`src/two_axis_light_tracker_pid_assert.svh`:
```
// assertion macros for the two-axis light tracker
// expects clk_i and rst_ni in the scope of use
`ifndef TWO_AXIS_LIGHT_TRACKER_PID_ASSERT_SVH
`define TWO_AXIS_LIGHT_TRACKER_PID_ASSERT_SVH

// property checked on every clock edge outside reset
`define TATPID_ASSERT(lbl, prop) \
  lbl: assert property (@(posedge clk_i) disable iff (!rst_ni) prop) \
    else $error("tatpid: assertion failed");

// condition in one cycle implies a condition in the next
`define TATPID_ASSERT_NEXT(lbl, pre, post) \
  lbl: assert property (@(posedge clk_i) disable iff (!rst_ni) (pre) |=> (post)) \
    else $error("tatpid: sequence assertion failed");

`endif

```
`src/tatpid_pkg.sv`:
```
// shared types and constants for the two-axis light tracker
// no dependencies
package tatpid_pkg;

  localparam int SampleW = 12;
  localparam int ErrW    = 14;
  localparam int DriveW  = 24;
  localparam int GainW   = 8;
  localparam int BandW   = 23;
  localparam int OffsW   = 13;
  localparam int DiffW   = ((SampleW + 1 > OffsW) ? SampleW + 1 : OffsW) + 1;

  localparam int CfgIdxW  = 3;
  localparam int CfgDataW = 32;

  localparam logic [CfgIdxW-1:0] CfgPropGain   = 3'd0;
  localparam logic [CfgIdxW-1:0] CfgIntegGain  = 3'd1;
  localparam logic [CfgIdxW-1:0] CfgDerivGain  = 3'd2;
  localparam logic [CfgIdxW-1:0] CfgDeadBand   = 3'd3;
  localparam logic [CfgIdxW-1:0] CfgHorizOffs  = 3'd4;

  localparam logic [GainW-1:0]        PropGainRst  = 8'd10;
  localparam logic [GainW-1:0]        IntegGainRst = 8'd1;
  localparam logic [GainW-1:0]        DerivGainRst = 8'd1;
  localparam logic [BandW-1:0]        DeadBandRst  = 23'd4000;
  localparam logic signed [OffsW-1:0] HorizOffsRst = 13'sd250;

  typedef struct packed {
    logic [SampleW-1:0] sensor_top_left;
    logic [SampleW-1:0] sensor_top_right;
    logic [SampleW-1:0] sensor_bottom_left;
    logic [SampleW-1:0] sensor_bottom_right;
  } in_item_t;

  typedef struct packed {
    logic signed [DriveW-1:0] horizontal_drive;
    logic signed [DriveW-1:0] vertical_drive;
  } out_item_t;

  typedef struct packed {
    logic mid_en;
    logic out_en;
  } stage_ctrl_t;

endpackage

```
`src/tatpid_axis.sv`:
```
// one PID axis: error clamp, integrator and last error, then gains,
// deadband and drive clamp; uses tatpid_pkg
module tatpid_axis (
  input  logic                                      clk_i,
  input  logic                                      rst_ni,
  input  tatpid_pkg::stage_ctrl_t                   ctrl_i,
  input  logic signed [tatpid_pkg::DiffW-1:0]       diff_i,
  input  logic        [tatpid_pkg::GainW-1:0]       prop_gain_i,
  input  logic        [tatpid_pkg::GainW-1:0]       integ_gain_i,
  input  logic        [tatpid_pkg::GainW-1:0]       deriv_gain_i,
  input  logic        [tatpid_pkg::BandW-1:0]       dead_band_i,
  output logic signed [tatpid_pkg::DriveW-1:0]      drive_o
);

  localparam int ErrW   = tatpid_pkg::ErrW;
  localparam int DriveW = tatpid_pkg::DriveW;
  localparam int DiffW  = tatpid_pkg::DiffW;
  localparam int GainW  = tatpid_pkg::GainW;
  localparam int PW     = GainW + 1 + ErrW;
  localparam int IW     = GainW + 1 + DriveW;
  localparam int DW     = GainW + 1 + ErrW + 1;
  localparam int RawW   = IW + 2;

  localparam logic signed [DiffW-1:0]  DiffHi  = DiffW'((2 ** (ErrW - 1)) - 1);
  localparam logic signed [DiffW-1:0]  DiffLo  = DiffW'(-(2 ** (ErrW - 1)));
  localparam logic signed [DriveW:0]   AccHi   = (DriveW + 1)'((2 ** (DriveW - 1)) - 1);
  localparam logic signed [DriveW:0]   AccLo   = (DriveW + 1)'(-(2 ** (DriveW - 1)));
  localparam logic signed [RawW-1:0]   RawHi   = RawW'((2 ** (DriveW - 1)) - 1);
  localparam logic signed [RawW-1:0]   RawLo   = RawW'(-(2 ** (DriveW - 1)));

  logic signed [DriveW-1:0] integ_q, integ_d;
  logic signed [ErrW-1:0]   last_err_q;
  logic signed [ErrW-1:0]   err;
  logic signed [DriveW:0]   acc_sum;
  logic signed [ErrW:0]     der;

  logic signed [ErrW-1:0]   err_q;
  logic signed [DriveW-1:0] acc_q;
  logic signed [ErrW:0]     der_q;

  logic signed [GainW:0]    pg_s, ig_s, dg_s;
  logic signed [PW-1:0]     prod_p;
  logic signed [IW-1:0]     prod_i;
  logic signed [DW-1:0]     prod_d;
  logic signed [RawW-1:0]   raw;
  logic signed [RawW-1:0]   band_s;
  logic signed [DriveW-1:0] drive_d, drive_q;

  // error clamp, integrator and derivative
  always_comb begin
    if (diff_i > DiffHi) begin
      err = DiffHi[ErrW-1:0];
    end else if (diff_i < DiffLo) begin
      err = DiffLo[ErrW-1:0];
    end else begin
      err = diff_i[ErrW-1:0];
    end
    acc_sum = (DriveW + 1)'(integ_q) + (DriveW + 1)'(err);
    if (acc_sum > AccHi) begin
      integ_d = AccHi[DriveW-1:0];
    end else if (acc_sum < AccLo) begin
      integ_d = AccLo[DriveW-1:0];
    end else begin
      integ_d = acc_sum[DriveW-1:0];
    end
    der = (ErrW + 1)'(err) - (ErrW + 1)'(last_err_q);
  end

  always_ff @(posedge clk_i or negedge rst_ni) begin
    if (!rst_ni) begin
      integ_q    <= '0;
      last_err_q <= '0;
    end else if (ctrl_i.mid_en) begin
      integ_q    <= integ_d;
      last_err_q <= err;
    end
  end

  always_ff @(posedge clk_i) begin
    if (ctrl_i.mid_en) begin
      err_q <= err;
      acc_q <= integ_d;
      der_q <= der;
    end
  end

  // gain products, deadband and drive clamp
  always_comb begin
    pg_s   = $signed({1'b0, prop_gain_i});
    ig_s   = $signed({1'b0, integ_gain_i});
    dg_s   = $signed({1'b0, deriv_gain_i});
    prod_p = PW'(pg_s) * PW'(err_q);
    prod_i = IW'(ig_s) * IW'(acc_q);
    prod_d = DW'(dg_s) * DW'(der_q);
    raw    = RawW'(prod_p) + RawW'(prod_i) + RawW'(prod_d);
    band_s = $signed(RawW'(dead_band_i));
    if ((raw < band_s) && (raw > -band_s)) begin
      drive_d = '0;
    end else if (raw > RawHi) begin
      drive_d = RawHi[DriveW-1:0];
    end else if (raw < RawLo) begin
      drive_d = RawLo[DriveW-1:0];
    end else begin
      drive_d = raw[DriveW-1:0];
    end
  end

  always_ff @(posedge clk_i) begin
    if (ctrl_i.out_en) begin
      drive_q <= drive_d;
    end
  end

  assign drive_o = drive_q;

endmodule

```
`src/two_axis_light_tracker_pid.sv`:
```
// top level of the two-axis light tracker: input register, pair averages,
// two PID axes and handshake control; uses tatpid_pkg, tatpid_axis and the assert header
//
//   channel  direction  handshake                fields
//   in       input      in_valid_i / in_ready_o   in_item_i (four light samples)
//   out      output     out_valid_o / out_ready_i out_item_o (two drives)
//   cfg      input      cfg_valid_i / cfg_ready_o cfg_index_i, cfg_data_i
//
// one item per cycle unless the output stalls; data passes in, mid and out registers
// the rate is set by the integrator and last error update
// each of the three stages moves on when the stage after it is empty or moving
// a stall at the output backs up stage by stage to in_ready_o
// reset clears valid bits, integrators and last errors, loads config defaults
`include "two_axis_light_tracker_pid_assert.svh"

module two_axis_light_tracker_pid (
  input  logic                                 clk_i,
  input  logic                                 rst_ni,
  input  logic                                 in_valid_i,
  output logic                                 in_ready_o,
  input  tatpid_pkg::in_item_t                 in_item_i,
  output logic                                 out_valid_o,
  input  logic                                 out_ready_i,
  output tatpid_pkg::out_item_t                out_item_o,
  input  logic                                 cfg_valid_i,
  output logic                                 cfg_ready_o,
  input  logic [tatpid_pkg::CfgIdxW-1:0]       cfg_index_i,
  input  logic [tatpid_pkg::CfgDataW-1:0]      cfg_data_i
);

  localparam int SampleW = tatpid_pkg::SampleW;
  localparam int DiffW   = tatpid_pkg::DiffW;
  localparam int GainW   = tatpid_pkg::GainW;
  localparam int BandW   = tatpid_pkg::BandW;
  localparam int OffsW   = tatpid_pkg::OffsW;

  logic [GainW-1:0]        prop_gain_q, integ_gain_q, deriv_gain_q;
  logic [BandW-1:0]        dead_band_q;
  logic signed [OffsW-1:0] horiz_offs_q;

  logic                    in_valid_q, in_valid_d;
  logic                    mid_valid_q, mid_valid_d;
  logic                    out_valid_q, out_valid_d;
  logic                    en_mid, en_out;
  tatpid_pkg::in_item_t    in_q;
  tatpid_pkg::stage_ctrl_t ctrl;

  logic [SampleW:0]        sum_top, sum_bot, sum_left, sum_right;
  logic signed [DiffW-1:0] diff_h, diff_v;
  logic signed [tatpid_pkg::DriveW-1:0] drive_h, drive_v;

  // configuration registers
  assign cfg_ready_o = 1'b1;

  always_ff @(posedge clk_i or negedge rst_ni) begin
    if (!rst_ni) begin
      prop_gain_q  <= tatpid_pkg::PropGainRst;
      integ_gain_q <= tatpid_pkg::IntegGainRst;
      deriv_gain_q <= tatpid_pkg::DerivGainRst;
      dead_band_q  <= tatpid_pkg::DeadBandRst;
      horiz_offs_q <= tatpid_pkg::HorizOffsRst;
    end else if (cfg_valid_i) begin
      unique case (cfg_index_i)
        tatpid_pkg::CfgPropGain:  prop_gain_q  <= cfg_data_i[GainW-1:0];
        tatpid_pkg::CfgIntegGain: integ_gain_q <= cfg_data_i[GainW-1:0];
        tatpid_pkg::CfgDerivGain: deriv_gain_q <= cfg_data_i[GainW-1:0];
        tatpid_pkg::CfgDeadBand:  dead_band_q  <= cfg_data_i[BandW-1:0];
        tatpid_pkg::CfgHorizOffs: horiz_offs_q <= $signed(cfg_data_i[OffsW-1:0]);
        default: ;
      endcase
    end
  end

  // stage control
  always_comb begin
    en_out      = !out_valid_q || out_ready_i;
    en_mid      = !mid_valid_q || en_out;
    in_ready_o  = !in_valid_q || en_mid;
    in_valid_d  = in_ready_o ? in_valid_i : in_valid_q;
    mid_valid_d = en_mid ? in_valid_q : mid_valid_q;
    out_valid_d = en_out ? mid_valid_q : out_valid_q;
    ctrl.mid_en = en_mid && in_valid_q;
    ctrl.out_en = en_out && mid_valid_q;
  end

  always_ff @(posedge clk_i or negedge rst_ni) begin
    if (!rst_ni) begin
      in_valid_q  <= 1'b0;
      mid_valid_q <= 1'b0;
      out_valid_q <= 1'b0;
    end else begin
      in_valid_q  <= in_valid_d;
      mid_valid_q <= mid_valid_d;
      out_valid_q <= out_valid_d;
    end
  end

  always_ff @(posedge clk_i) begin
    if (in_valid_i && in_ready_o) begin
      in_q <= in_item_i;
    end
  end

  // truncated pair averages and axis differences, the horizontal one less its offset
  always_comb begin
    sum_top   = {1'b0, in_q.sensor_top_left}    + {1'b0, in_q.sensor_top_right};
    sum_bot   = {1'b0, in_q.sensor_bottom_left} + {1'b0, in_q.sensor_bottom_right};
    sum_left  = {1'b0, in_q.sensor_top_left}    + {1'b0, in_q.sensor_bottom_left};
    sum_right = {1'b0, in_q.sensor_top_right}   + {1'b0, in_q.sensor_bottom_right};
    diff_h    = $signed(DiffW'(sum_right[SampleW:1])) - $signed(DiffW'(sum_left[SampleW:1]))
              - DiffW'(horiz_offs_q);
    diff_v    = $signed(DiffW'(sum_top[SampleW:1])) - $signed(DiffW'(sum_bot[SampleW:1]));
  end

  tatpid_axis u_axis_h (
    .clk_i        (clk_i),
    .rst_ni       (rst_ni),
    .ctrl_i       (ctrl),
    .diff_i       (diff_h),
    .prop_gain_i  (prop_gain_q),
    .integ_gain_i (integ_gain_q),
    .deriv_gain_i (deriv_gain_q),
    .dead_band_i  (dead_band_q),
    .drive_o      (drive_h)
  );

  tatpid_axis u_axis_v (
    .clk_i        (clk_i),
    .rst_ni       (rst_ni),
    .ctrl_i       (ctrl),
    .diff_i       (diff_v),
    .prop_gain_i  (prop_gain_q),
    .integ_gain_i (integ_gain_q),
    .deriv_gain_i (deriv_gain_q),
    .dead_band_i  (dead_band_q),
    .drive_o      (drive_v)
  );

  assign out_valid_o                 = out_valid_q;
  assign out_item_o.horizontal_drive = drive_h;
  assign out_item_o.vertical_drive   = drive_v;

  `TATPID_ASSERT(a_ready_follows_out, out_ready_i |-> in_ready_o)
  `TATPID_ASSERT(a_full_stall_blocks, (in_valid_q && !en_mid) |-> !in_ready_o)
  `TATPID_ASSERT_NEXT(a_mid_held, out_valid_o && !out_ready_i && mid_valid_q, mid_valid_q)
  `TATPID_ASSERT_NEXT(a_mid_loaded, ctrl.mid_en, mid_valid_q)
  `TATPID_ASSERT(a_result_from_mid, $rose(out_valid_o) |-> $past(mid_valid_q))

endmodule
```
`config.mk`:
```
export PLATFORM = sky130hd
export DESIGN_NAME = two_axis_light_tracker_pid
export DESIGN_NICKNAME = d
export VERILOG_FILES = /design/src/tatpid_pkg.sv /design/src/tatpid_axis.sv /design/src/two_axis_light_tracker_pid.sv
export VERILOG_INCLUDE_DIRS = /design/src /design/src/src
export SDC_FILE = /design/constraint.sdc
export NUM_CORES = 2
export LEC_CHECK = 0
export BUFFER_PORTS_ARGS = -buffer_cell sky130_fd_sc_hd__buf_4
export CAP_MARGIN = 20
export CORE_MARGIN = 8
export CORE_UTILIZATION = 60
export DETAILED_ROUTE_END_ITERATION = 6
export PLACE_DENSITY = 0.8
export SETUP_SLACK_MARGIN = 0.1
export SYNTH_ARGS = -nofsm -noshare
export SYNTH_HDL_FRONTEND = slang
export SYNTH_SLANG_ARGS = --single-unit
```
`constraint.sdc`:
```
create_clock -name clk_i -period 10.3 [get_ports clk_i]
set_input_delay 0 -clock clk_i [delete_from_list [all_inputs] [get_ports clk_i]]
set_output_delay 0 -clock clk_i [all_outputs]
set_load 0.05 [all_outputs]
```
Yosys cells after proc, flatten, opt, wreduce, memory -nomap -nowiden
Index checks and enable logic that the tools add are counted.
W data, S select, Z words.

word-level totals
  register bits after elaboration = 341
  bits in latches = 0
  bits in writable memories = 0
  bits in read-only memories = 0
  input bits = 88
  word-level logic and storage cells = 99
  memories = 0

operators by class
  add/sub/neg operators = 16
  multiply operators = 6
  div/mod/pow operators = 0
  $lt $le $gt $ge = 16
  eq/ne operators = 4
  shift operators = 0
  muxes and demuxes = 12
  bitwise operators = 0
  reduce and logical (&&, ||, !) cells = 19

operators with widths
  operator                number
  $mux W24                6
  $add A34 B24 Y35        2
  $gt A35 B24 Y1 const B  2
  $gt A35 B35 Y1          2
  $lt A35 B24 Y1          2
  $lt A35 B24 Y1 const B  2
  $add A23 B33 Y34        2
  $mul A9 B24 Y33         2
  $mux W14                4
  $add A12 B12 Y13        4
  $add A24 B14 Y25        2
  $gt A25 B24 Y1 const B  2
  $lt A25 B24 Y1 const B  2
  $mul A9 B15 Y24         2
  $mul A9 B14 Y23         2
  $mux W23                2
  $neg A23 Y35            1
  $sub A14 B14 Y15        2
  $sub A12 B12 Y13        2
  $gt A13 B14 Y1 const B  1
  $gt A14 B14 Y1 const B  1
  $lt A13 B14 Y1 const B  1
  $lt A14 B14 Y1 const B  1
  $sub A13 B13 Y14        1
  other kinds (9)         23

Depth between registers and ports, before layout
  word-level depth = 10
  mapped depth = 40
  mapped depth without buffers = 36

Cells and area by module
From an unflattened synthesis, not the netlist that was laid out.

second synthesis, totals
  cells, all modules = 6152
  area total of the unflattened synthesis = 57866.7 sq um

by module, submodules not included
  module                      times used  cells each  area each (sq um)
  tatpid_axis at u_axis_h     1           2710        25140.4
  tatpid_axis at u_axis_v     1           2705        25075.3
  two_axis_light_tracker_pid  1           737         7651.1

Worst setup path after synthesis
No wires, ideal clock.

  path type = flip-flop to flip-flop
  from = register deriv_gain_q[0]
  to = register u_axis_v.drive_q[14], in the netlist u_axis_v.drive_o[14] (data pin)
  setup time = 0.264 ns
  arrival = 9.482 ns
  path slack = 0.554 ns
  stages on the path, launching flop included = 35
  path buffers = 3
  cell sequence = dfstp_2 > clkbuf_1 > and2_1 > fa_1 > fa_1 > inv_1 > fa_1 > fa_1 > fa_1 > fa_1 > fa_1 > inv_1 > ha_1 > clkbuf_1 > a21oi_1 > o41ai_1 > a31o_2 > a31o_2 > nor2_1 > o21ai_0 > and3_1 > nor3_2 > inv_1 > ha_1 > nand4_1 > nor4bb_1 > nand2_1 > a31oi_1 > nor3_1 > mux2_2 > a211oi_1 > o21ai_1 > a21oi_1 > clkbuf_1 > o21ai_0

between the ends
  longest elaborated chain between the ends = 5

ends and longest elaborated chain
  item                    line                              RTL
  start, declared         two_axis_light_tracker_pid.sv:37  logic [GainW-1:0] prop_gain_q, integ_gain_q, deriv_gain_q;
  start signal, assigned  two_axis_light_tracker_pid.sv:59  deriv_gain_q <= tatpid_pkg::DerivGainRst;
  start signal, assigned  two_axis_light_tracker_pid.sv:66  tatpid_pkg::CfgDerivGain: deriv_gain_q <= cfg_data_i[GainW-1:0];
  $mul A9 B15 Y24 (*)     tatpid_axis.sv:94                 prod_d = DW'(dg_s) * DW'(der_q);
  $add A34 B24 Y35 (*)    tatpid_axis.sv:95                 raw = RawW'(prod_p) + RawW'(prod_i) + RawW'(prod_d);
  $lt A35 B24 Y1          tatpid_axis.sv:101                end else if (raw < RawLo) begin
  $mux W24                tatpid_axis.sv:101
  $mux W23                tatpid_axis.sv:99                 end else if (raw > RawHi) begin
  end signal, assigned    tatpid_axis.sv:110                drive_q <= drive_d;
  end, declared           tatpid_axis.sv:47                 logic signed [DriveW-1:0] drive_d, drive_q;

Mark *: on every way between the ends. The rest lies on a longest branch, timed or not.
A chain may end at the register's enable or synchronous reset.

Final worst setup path
  from = register integ_gain_q[0]
  to = register u_axis_v.drive_q[17], in the netlist u_axis_v.drive_o[17] (data pin)

between the ends
  longest elaborated chain between the ends = 6

ends and longest elaborated chain
  item                    line                              RTL
  start, declared         two_axis_light_tracker_pid.sv:37
  start signal, assigned  two_axis_light_tracker_pid.sv:58  integ_gain_q <= tatpid_pkg::IntegGainRst;
  start signal, assigned  two_axis_light_tracker_pid.sv:65  tatpid_pkg::CfgIntegGain: integ_gain_q <= cfg_data_i[GainW-1:0];
  $mul A9 B24 Y33 (*)     tatpid_axis.sv:93                 prod_i = IW'(ig_s) * IW'(acc_q);
  $add A23 B33 Y34 (*)    tatpid_axis.sv:95
  $add A34 B24 Y35 (*)    tatpid_axis.sv:95
  $lt A35 B24 Y1          tatpid_axis.sv:101
  $mux W24                tatpid_axis.sv:101
  $mux W23                tatpid_axis.sv:99

Marks and branches as above.

==> flow_metrics.tcl <==
set metrics [dict create \
    status "completed" \
    via_per_inst 5.684 \
    synth_top_family_by_area "adder cells" \
    cts-buffers-inserted 40 \
    post_synth_mux_area_share 0.01504 \
    r2r_slack_ns 0.45 \
    yosys.area_share.simple 0.1400 \
    post-route-period-util 0.9565 \
    boundaryPins 139 \
    clkTransAtPathRegs_ns 0.08 \
    dr_wl_met2_um 66650 \
    synth-edff-count 202 \
    synth.top_cell.area_share 0.3449 \
    place_hpwl_um 119700 \
    grt_max_degree 96 \
    max_freq_mhz 101.5 \
    ys_ff_latch 341 \
    reg2reg_depth 36 \
    worst_pin_slew_ns 1.101 \
    num_vias 41780 \
    fin_setup_tns_ns 0 \
    relSlewSlack 0.2658 \
    synth-adder-area-share 0.4687 \
    finalCriticalPeriod_ns 9.852 \
    cp.arrival_ns 10.17 \
    rsz0062_at_grt "false" \
    final_util 0.6591 \
    antenna_found_initial 2 \
    hold_viol_final 0 \
    clk-insertion-delay-late_ns 0.62 \
    io_buffers 128 \
    initial_utilization 0.6025 \
    ys_types 89 \
    worst_setup_path_end_kind "flop" \
    cts_tree "built" \
    hp-class "input port to asynchronous set/reset pin" \
    drt-met1-wl_um 58750 \
    synth_area_leaders "fa_1 34%, ha_1 12%, edfxtp_1 11%, inv_1 8.1%, dfrtp_1 5.5%" \
    yosys_warnings 0 \
    cts_root_buffer "clkbuf_16" \
    reg2reg_from "integ_gain_q[0]$_DFFE_PN1P_" \
    die_w_um 321.2 \
    setup_viol 0 \
    grt_usage 0.2827 \
    clockBufferDepth 3 \
    synth_nets 7431 \
    drc 0 \
    finalWirelength_um 144000 \
    ant_nets 0 \
    cp-start-kind "flop" \
    nets 7654 \
    rows 112 \
    core_region_area_um2 92770 \
    dieArea_um2 103200 \
    yosysMostFrequentCell "inv_1" \
    first_pass_iters 6 \
    synth_compound_area_frac 0.08267 \
    syn_area_per_cell_um2 9.574 \
    htreeDepth 2 \
    grt_pass1_vias 44900 \
    cts.sinks 341 \
    ys_seq_area_frac 0.1711 \
    routabilityCongestion 0.9653 \
    yosysTopAreaCell "fa_1" \
    slew_violations 0 \
    critical_path.reg2reg.endpoint "u_axis_v.drive_o[17]$_SDFFCE_PP0P_" \
    cap_viol_max_count 0 \
    drive_gt1_frac 0.07206 \
    path_class "flop to flop" \
    top_layer "met4" \
    synthCells 5838 \
    grt-ovfl-total 0 \
    finClkSkew_ns 0.04059 \
    required_ns 10.61 \
    drt_iter0_markers 3297 \
    grt_pass1_wl_um 233600 \
    synth_common_cells "1207 x inv_1, 963 x fa_1, 655 x nand2_1" \
    crit_slowest_cell "dfstp_4" \
    synthFlopType "edfxtp_1" \
    critPathMaxFanout 14 \
    syn_to_final_growth_pct 9.384 \
    wl_met3_um 13830 \
    timing.critical_path.mode_cell "fa_1" \
    synth_xor_area_frac 0.03056 \
    syn_area_um2 55890 \
    cpPeakStageDelay_ns 0.76 \
    ys_async_sr_fraction 0.4076 \
    post_drt_wl_per_cell_um 19.59 \
    dieHeight_um 321.2 \
]
==> final cells by class <==
type | count | area (um2)
Sequential cell | 341 | 9575
Inverter | 1208 | 4547
Timing Repair Buffer | 334 | 2820
Clock buffer | 52 | 1046
Tap cell | 1254 | 1569
Multi-Input combinational cell | 4136 | 41280
Clock inverter | 21 | 290.3
Antenna cell | 4 | 10.01
Fill cell | 6999 | 31630
==> critical path: cells and delay by family, from the launching register on <==
kind,cells,cell delay [ns]
xor+xnor,1,0.26
buf+inv,7,0.56
fa+ha+maj,9,4.14
mux,1,0.40
simple gates,6,1.13
flops,1,0.76
compound gates,12,2.28
==> metal layers <==
metal | up-vias | track usage
met3 | 291 | 0.06302
met4 | 0 | 0.08799
met1 | 20830 | 0.3775
met5 | - | 0
li1 | 18830 | -
met2 | 1830 | 0.4619
==> how the worst max path moves through the flow <==
stage,depth (start not counted),end,slack [ns],from
floorplan,34,u_axis_v.drive_o[14]$_SDFFCE_PP0P_,0.55,deriv_gain_q[0]$_DFFE_PN1P_
global placement,36,u_axis_v.drive_o[17]$_SDFFCE_PP0P_,0.60,integ_gain_q[0]$_DFFE_PN1P_
detailed placement,34,u_axis_v.drive_o[17]$_SDFFCE_PP0P_,0.37,integ_gain_q[7]$_DFFE_PN0P_
CTS,36,u_axis_v.drive_o[17]$_SDFFCE_PP0P_,0.36,integ_gain_q[0]$_DFFE_PN1P_
global route,34,u_axis_h.drive_o[21]$_SDFFCE_PP0P_,0.10,deriv_gain_q[2]$_DFFE_PN0P_
finish,36,u_axis_v.drive_o[17]$_SDFFCE_PP0P_,0.45,integ_gain_q[0]$_DFFE_PN1P_
==> stage by stage <==
step                instance area [um2]  instances  worst slack (ns)  hold slack [ns]
floorplan                         55890       5838            0.5543          -0.2956
global placement                  58770       7175            0.5959           0.1405
detailed placement                58770       7176            0.3709           0.1423
CTS                               61040       7342            0.3557          0.01626
global route                      61130       7348            0.1046          0.04107
finish                            61140       7350            0.4480         0.008829
==> cells by family after synthesis <==
kind of cell    Yosys count
compound gates          742
xor+xnor                195
fa+ha+maj              1519
buf+inv                1361
flops                   341
mux                      75
other cells               1
simple gates           1604
==> layout by cell type, fill, tap and decap left out, types with 7 or more instances in the layout <==
| cell | count |
|---|---|
| inv_1 | 1204 |
| fa_1 | 960 |
| nand2_1 | 655 |
| ha_1 | 542 |
| and2_1 | 449 |
| buf_4 | 232 |
| a21oi_1 | 222 |
| nor2_1 | 213 |
| edfxtp_1 | 202 |
| o21ai_0 | 200 |
| xnor2_1 | 145 |
| dfrtp_1 | 120 |
| dlygate4sd3_1 | 93 |
| a21o_1 | 74 |
| mux2_2 | 72 |
| xor2_1 | 49 |
| nor3_1 | 49 |
| nand3_1 | 46 |
| clkbuf_16 | 40 |
| nand4_1 | 35 |
| nand2b_1 | 33 |
| nor2b_1 | 31 |
| a211oi_1 | 28 |
| o21bai_1 | 26 |
| a21boi_0 | 25 |
| o211ai_1 | 25 |
| and3_1 | 23 |
| o21a_1 | 21 |
| a31oi_1 | 19 |
| or3_1 | 14 |
| maj3_1 | 14 |
| dfstp_2 | 14 |
| nor4_1 | 12 |
| clkbuf_1 | 12 |
| a31o_2 | 9 |
| and4_1 | 8 |
| o41ai_1 | 7 |
| o2111ai_1 | 7 |
==> sequential cells by signal, indices dropped and copies added, names as in the netlist, 23 cells and up <==
register / cells
dead_band_q: 23
u_axis_h.integ_q: 24
u_axis_v.integ_q: 24
u_axis_v.acc_q: 24
u_axis_h.acc_q: 24
u_axis_h.drive_o: 24
u_axis_v.drive_o: 24
in_q: 48
==> timing repair <==
item                       CTS  global route
resized for setup            0            19
hold endpoints to repair   197             0
setup endpoints to repair    0            46
hold buffers                93             0
buffers inserted             0             2
Power is left out: the tool's default activity adds up to more than one toggle a clock period on the data nets, which glitch-free logic cannot reach.
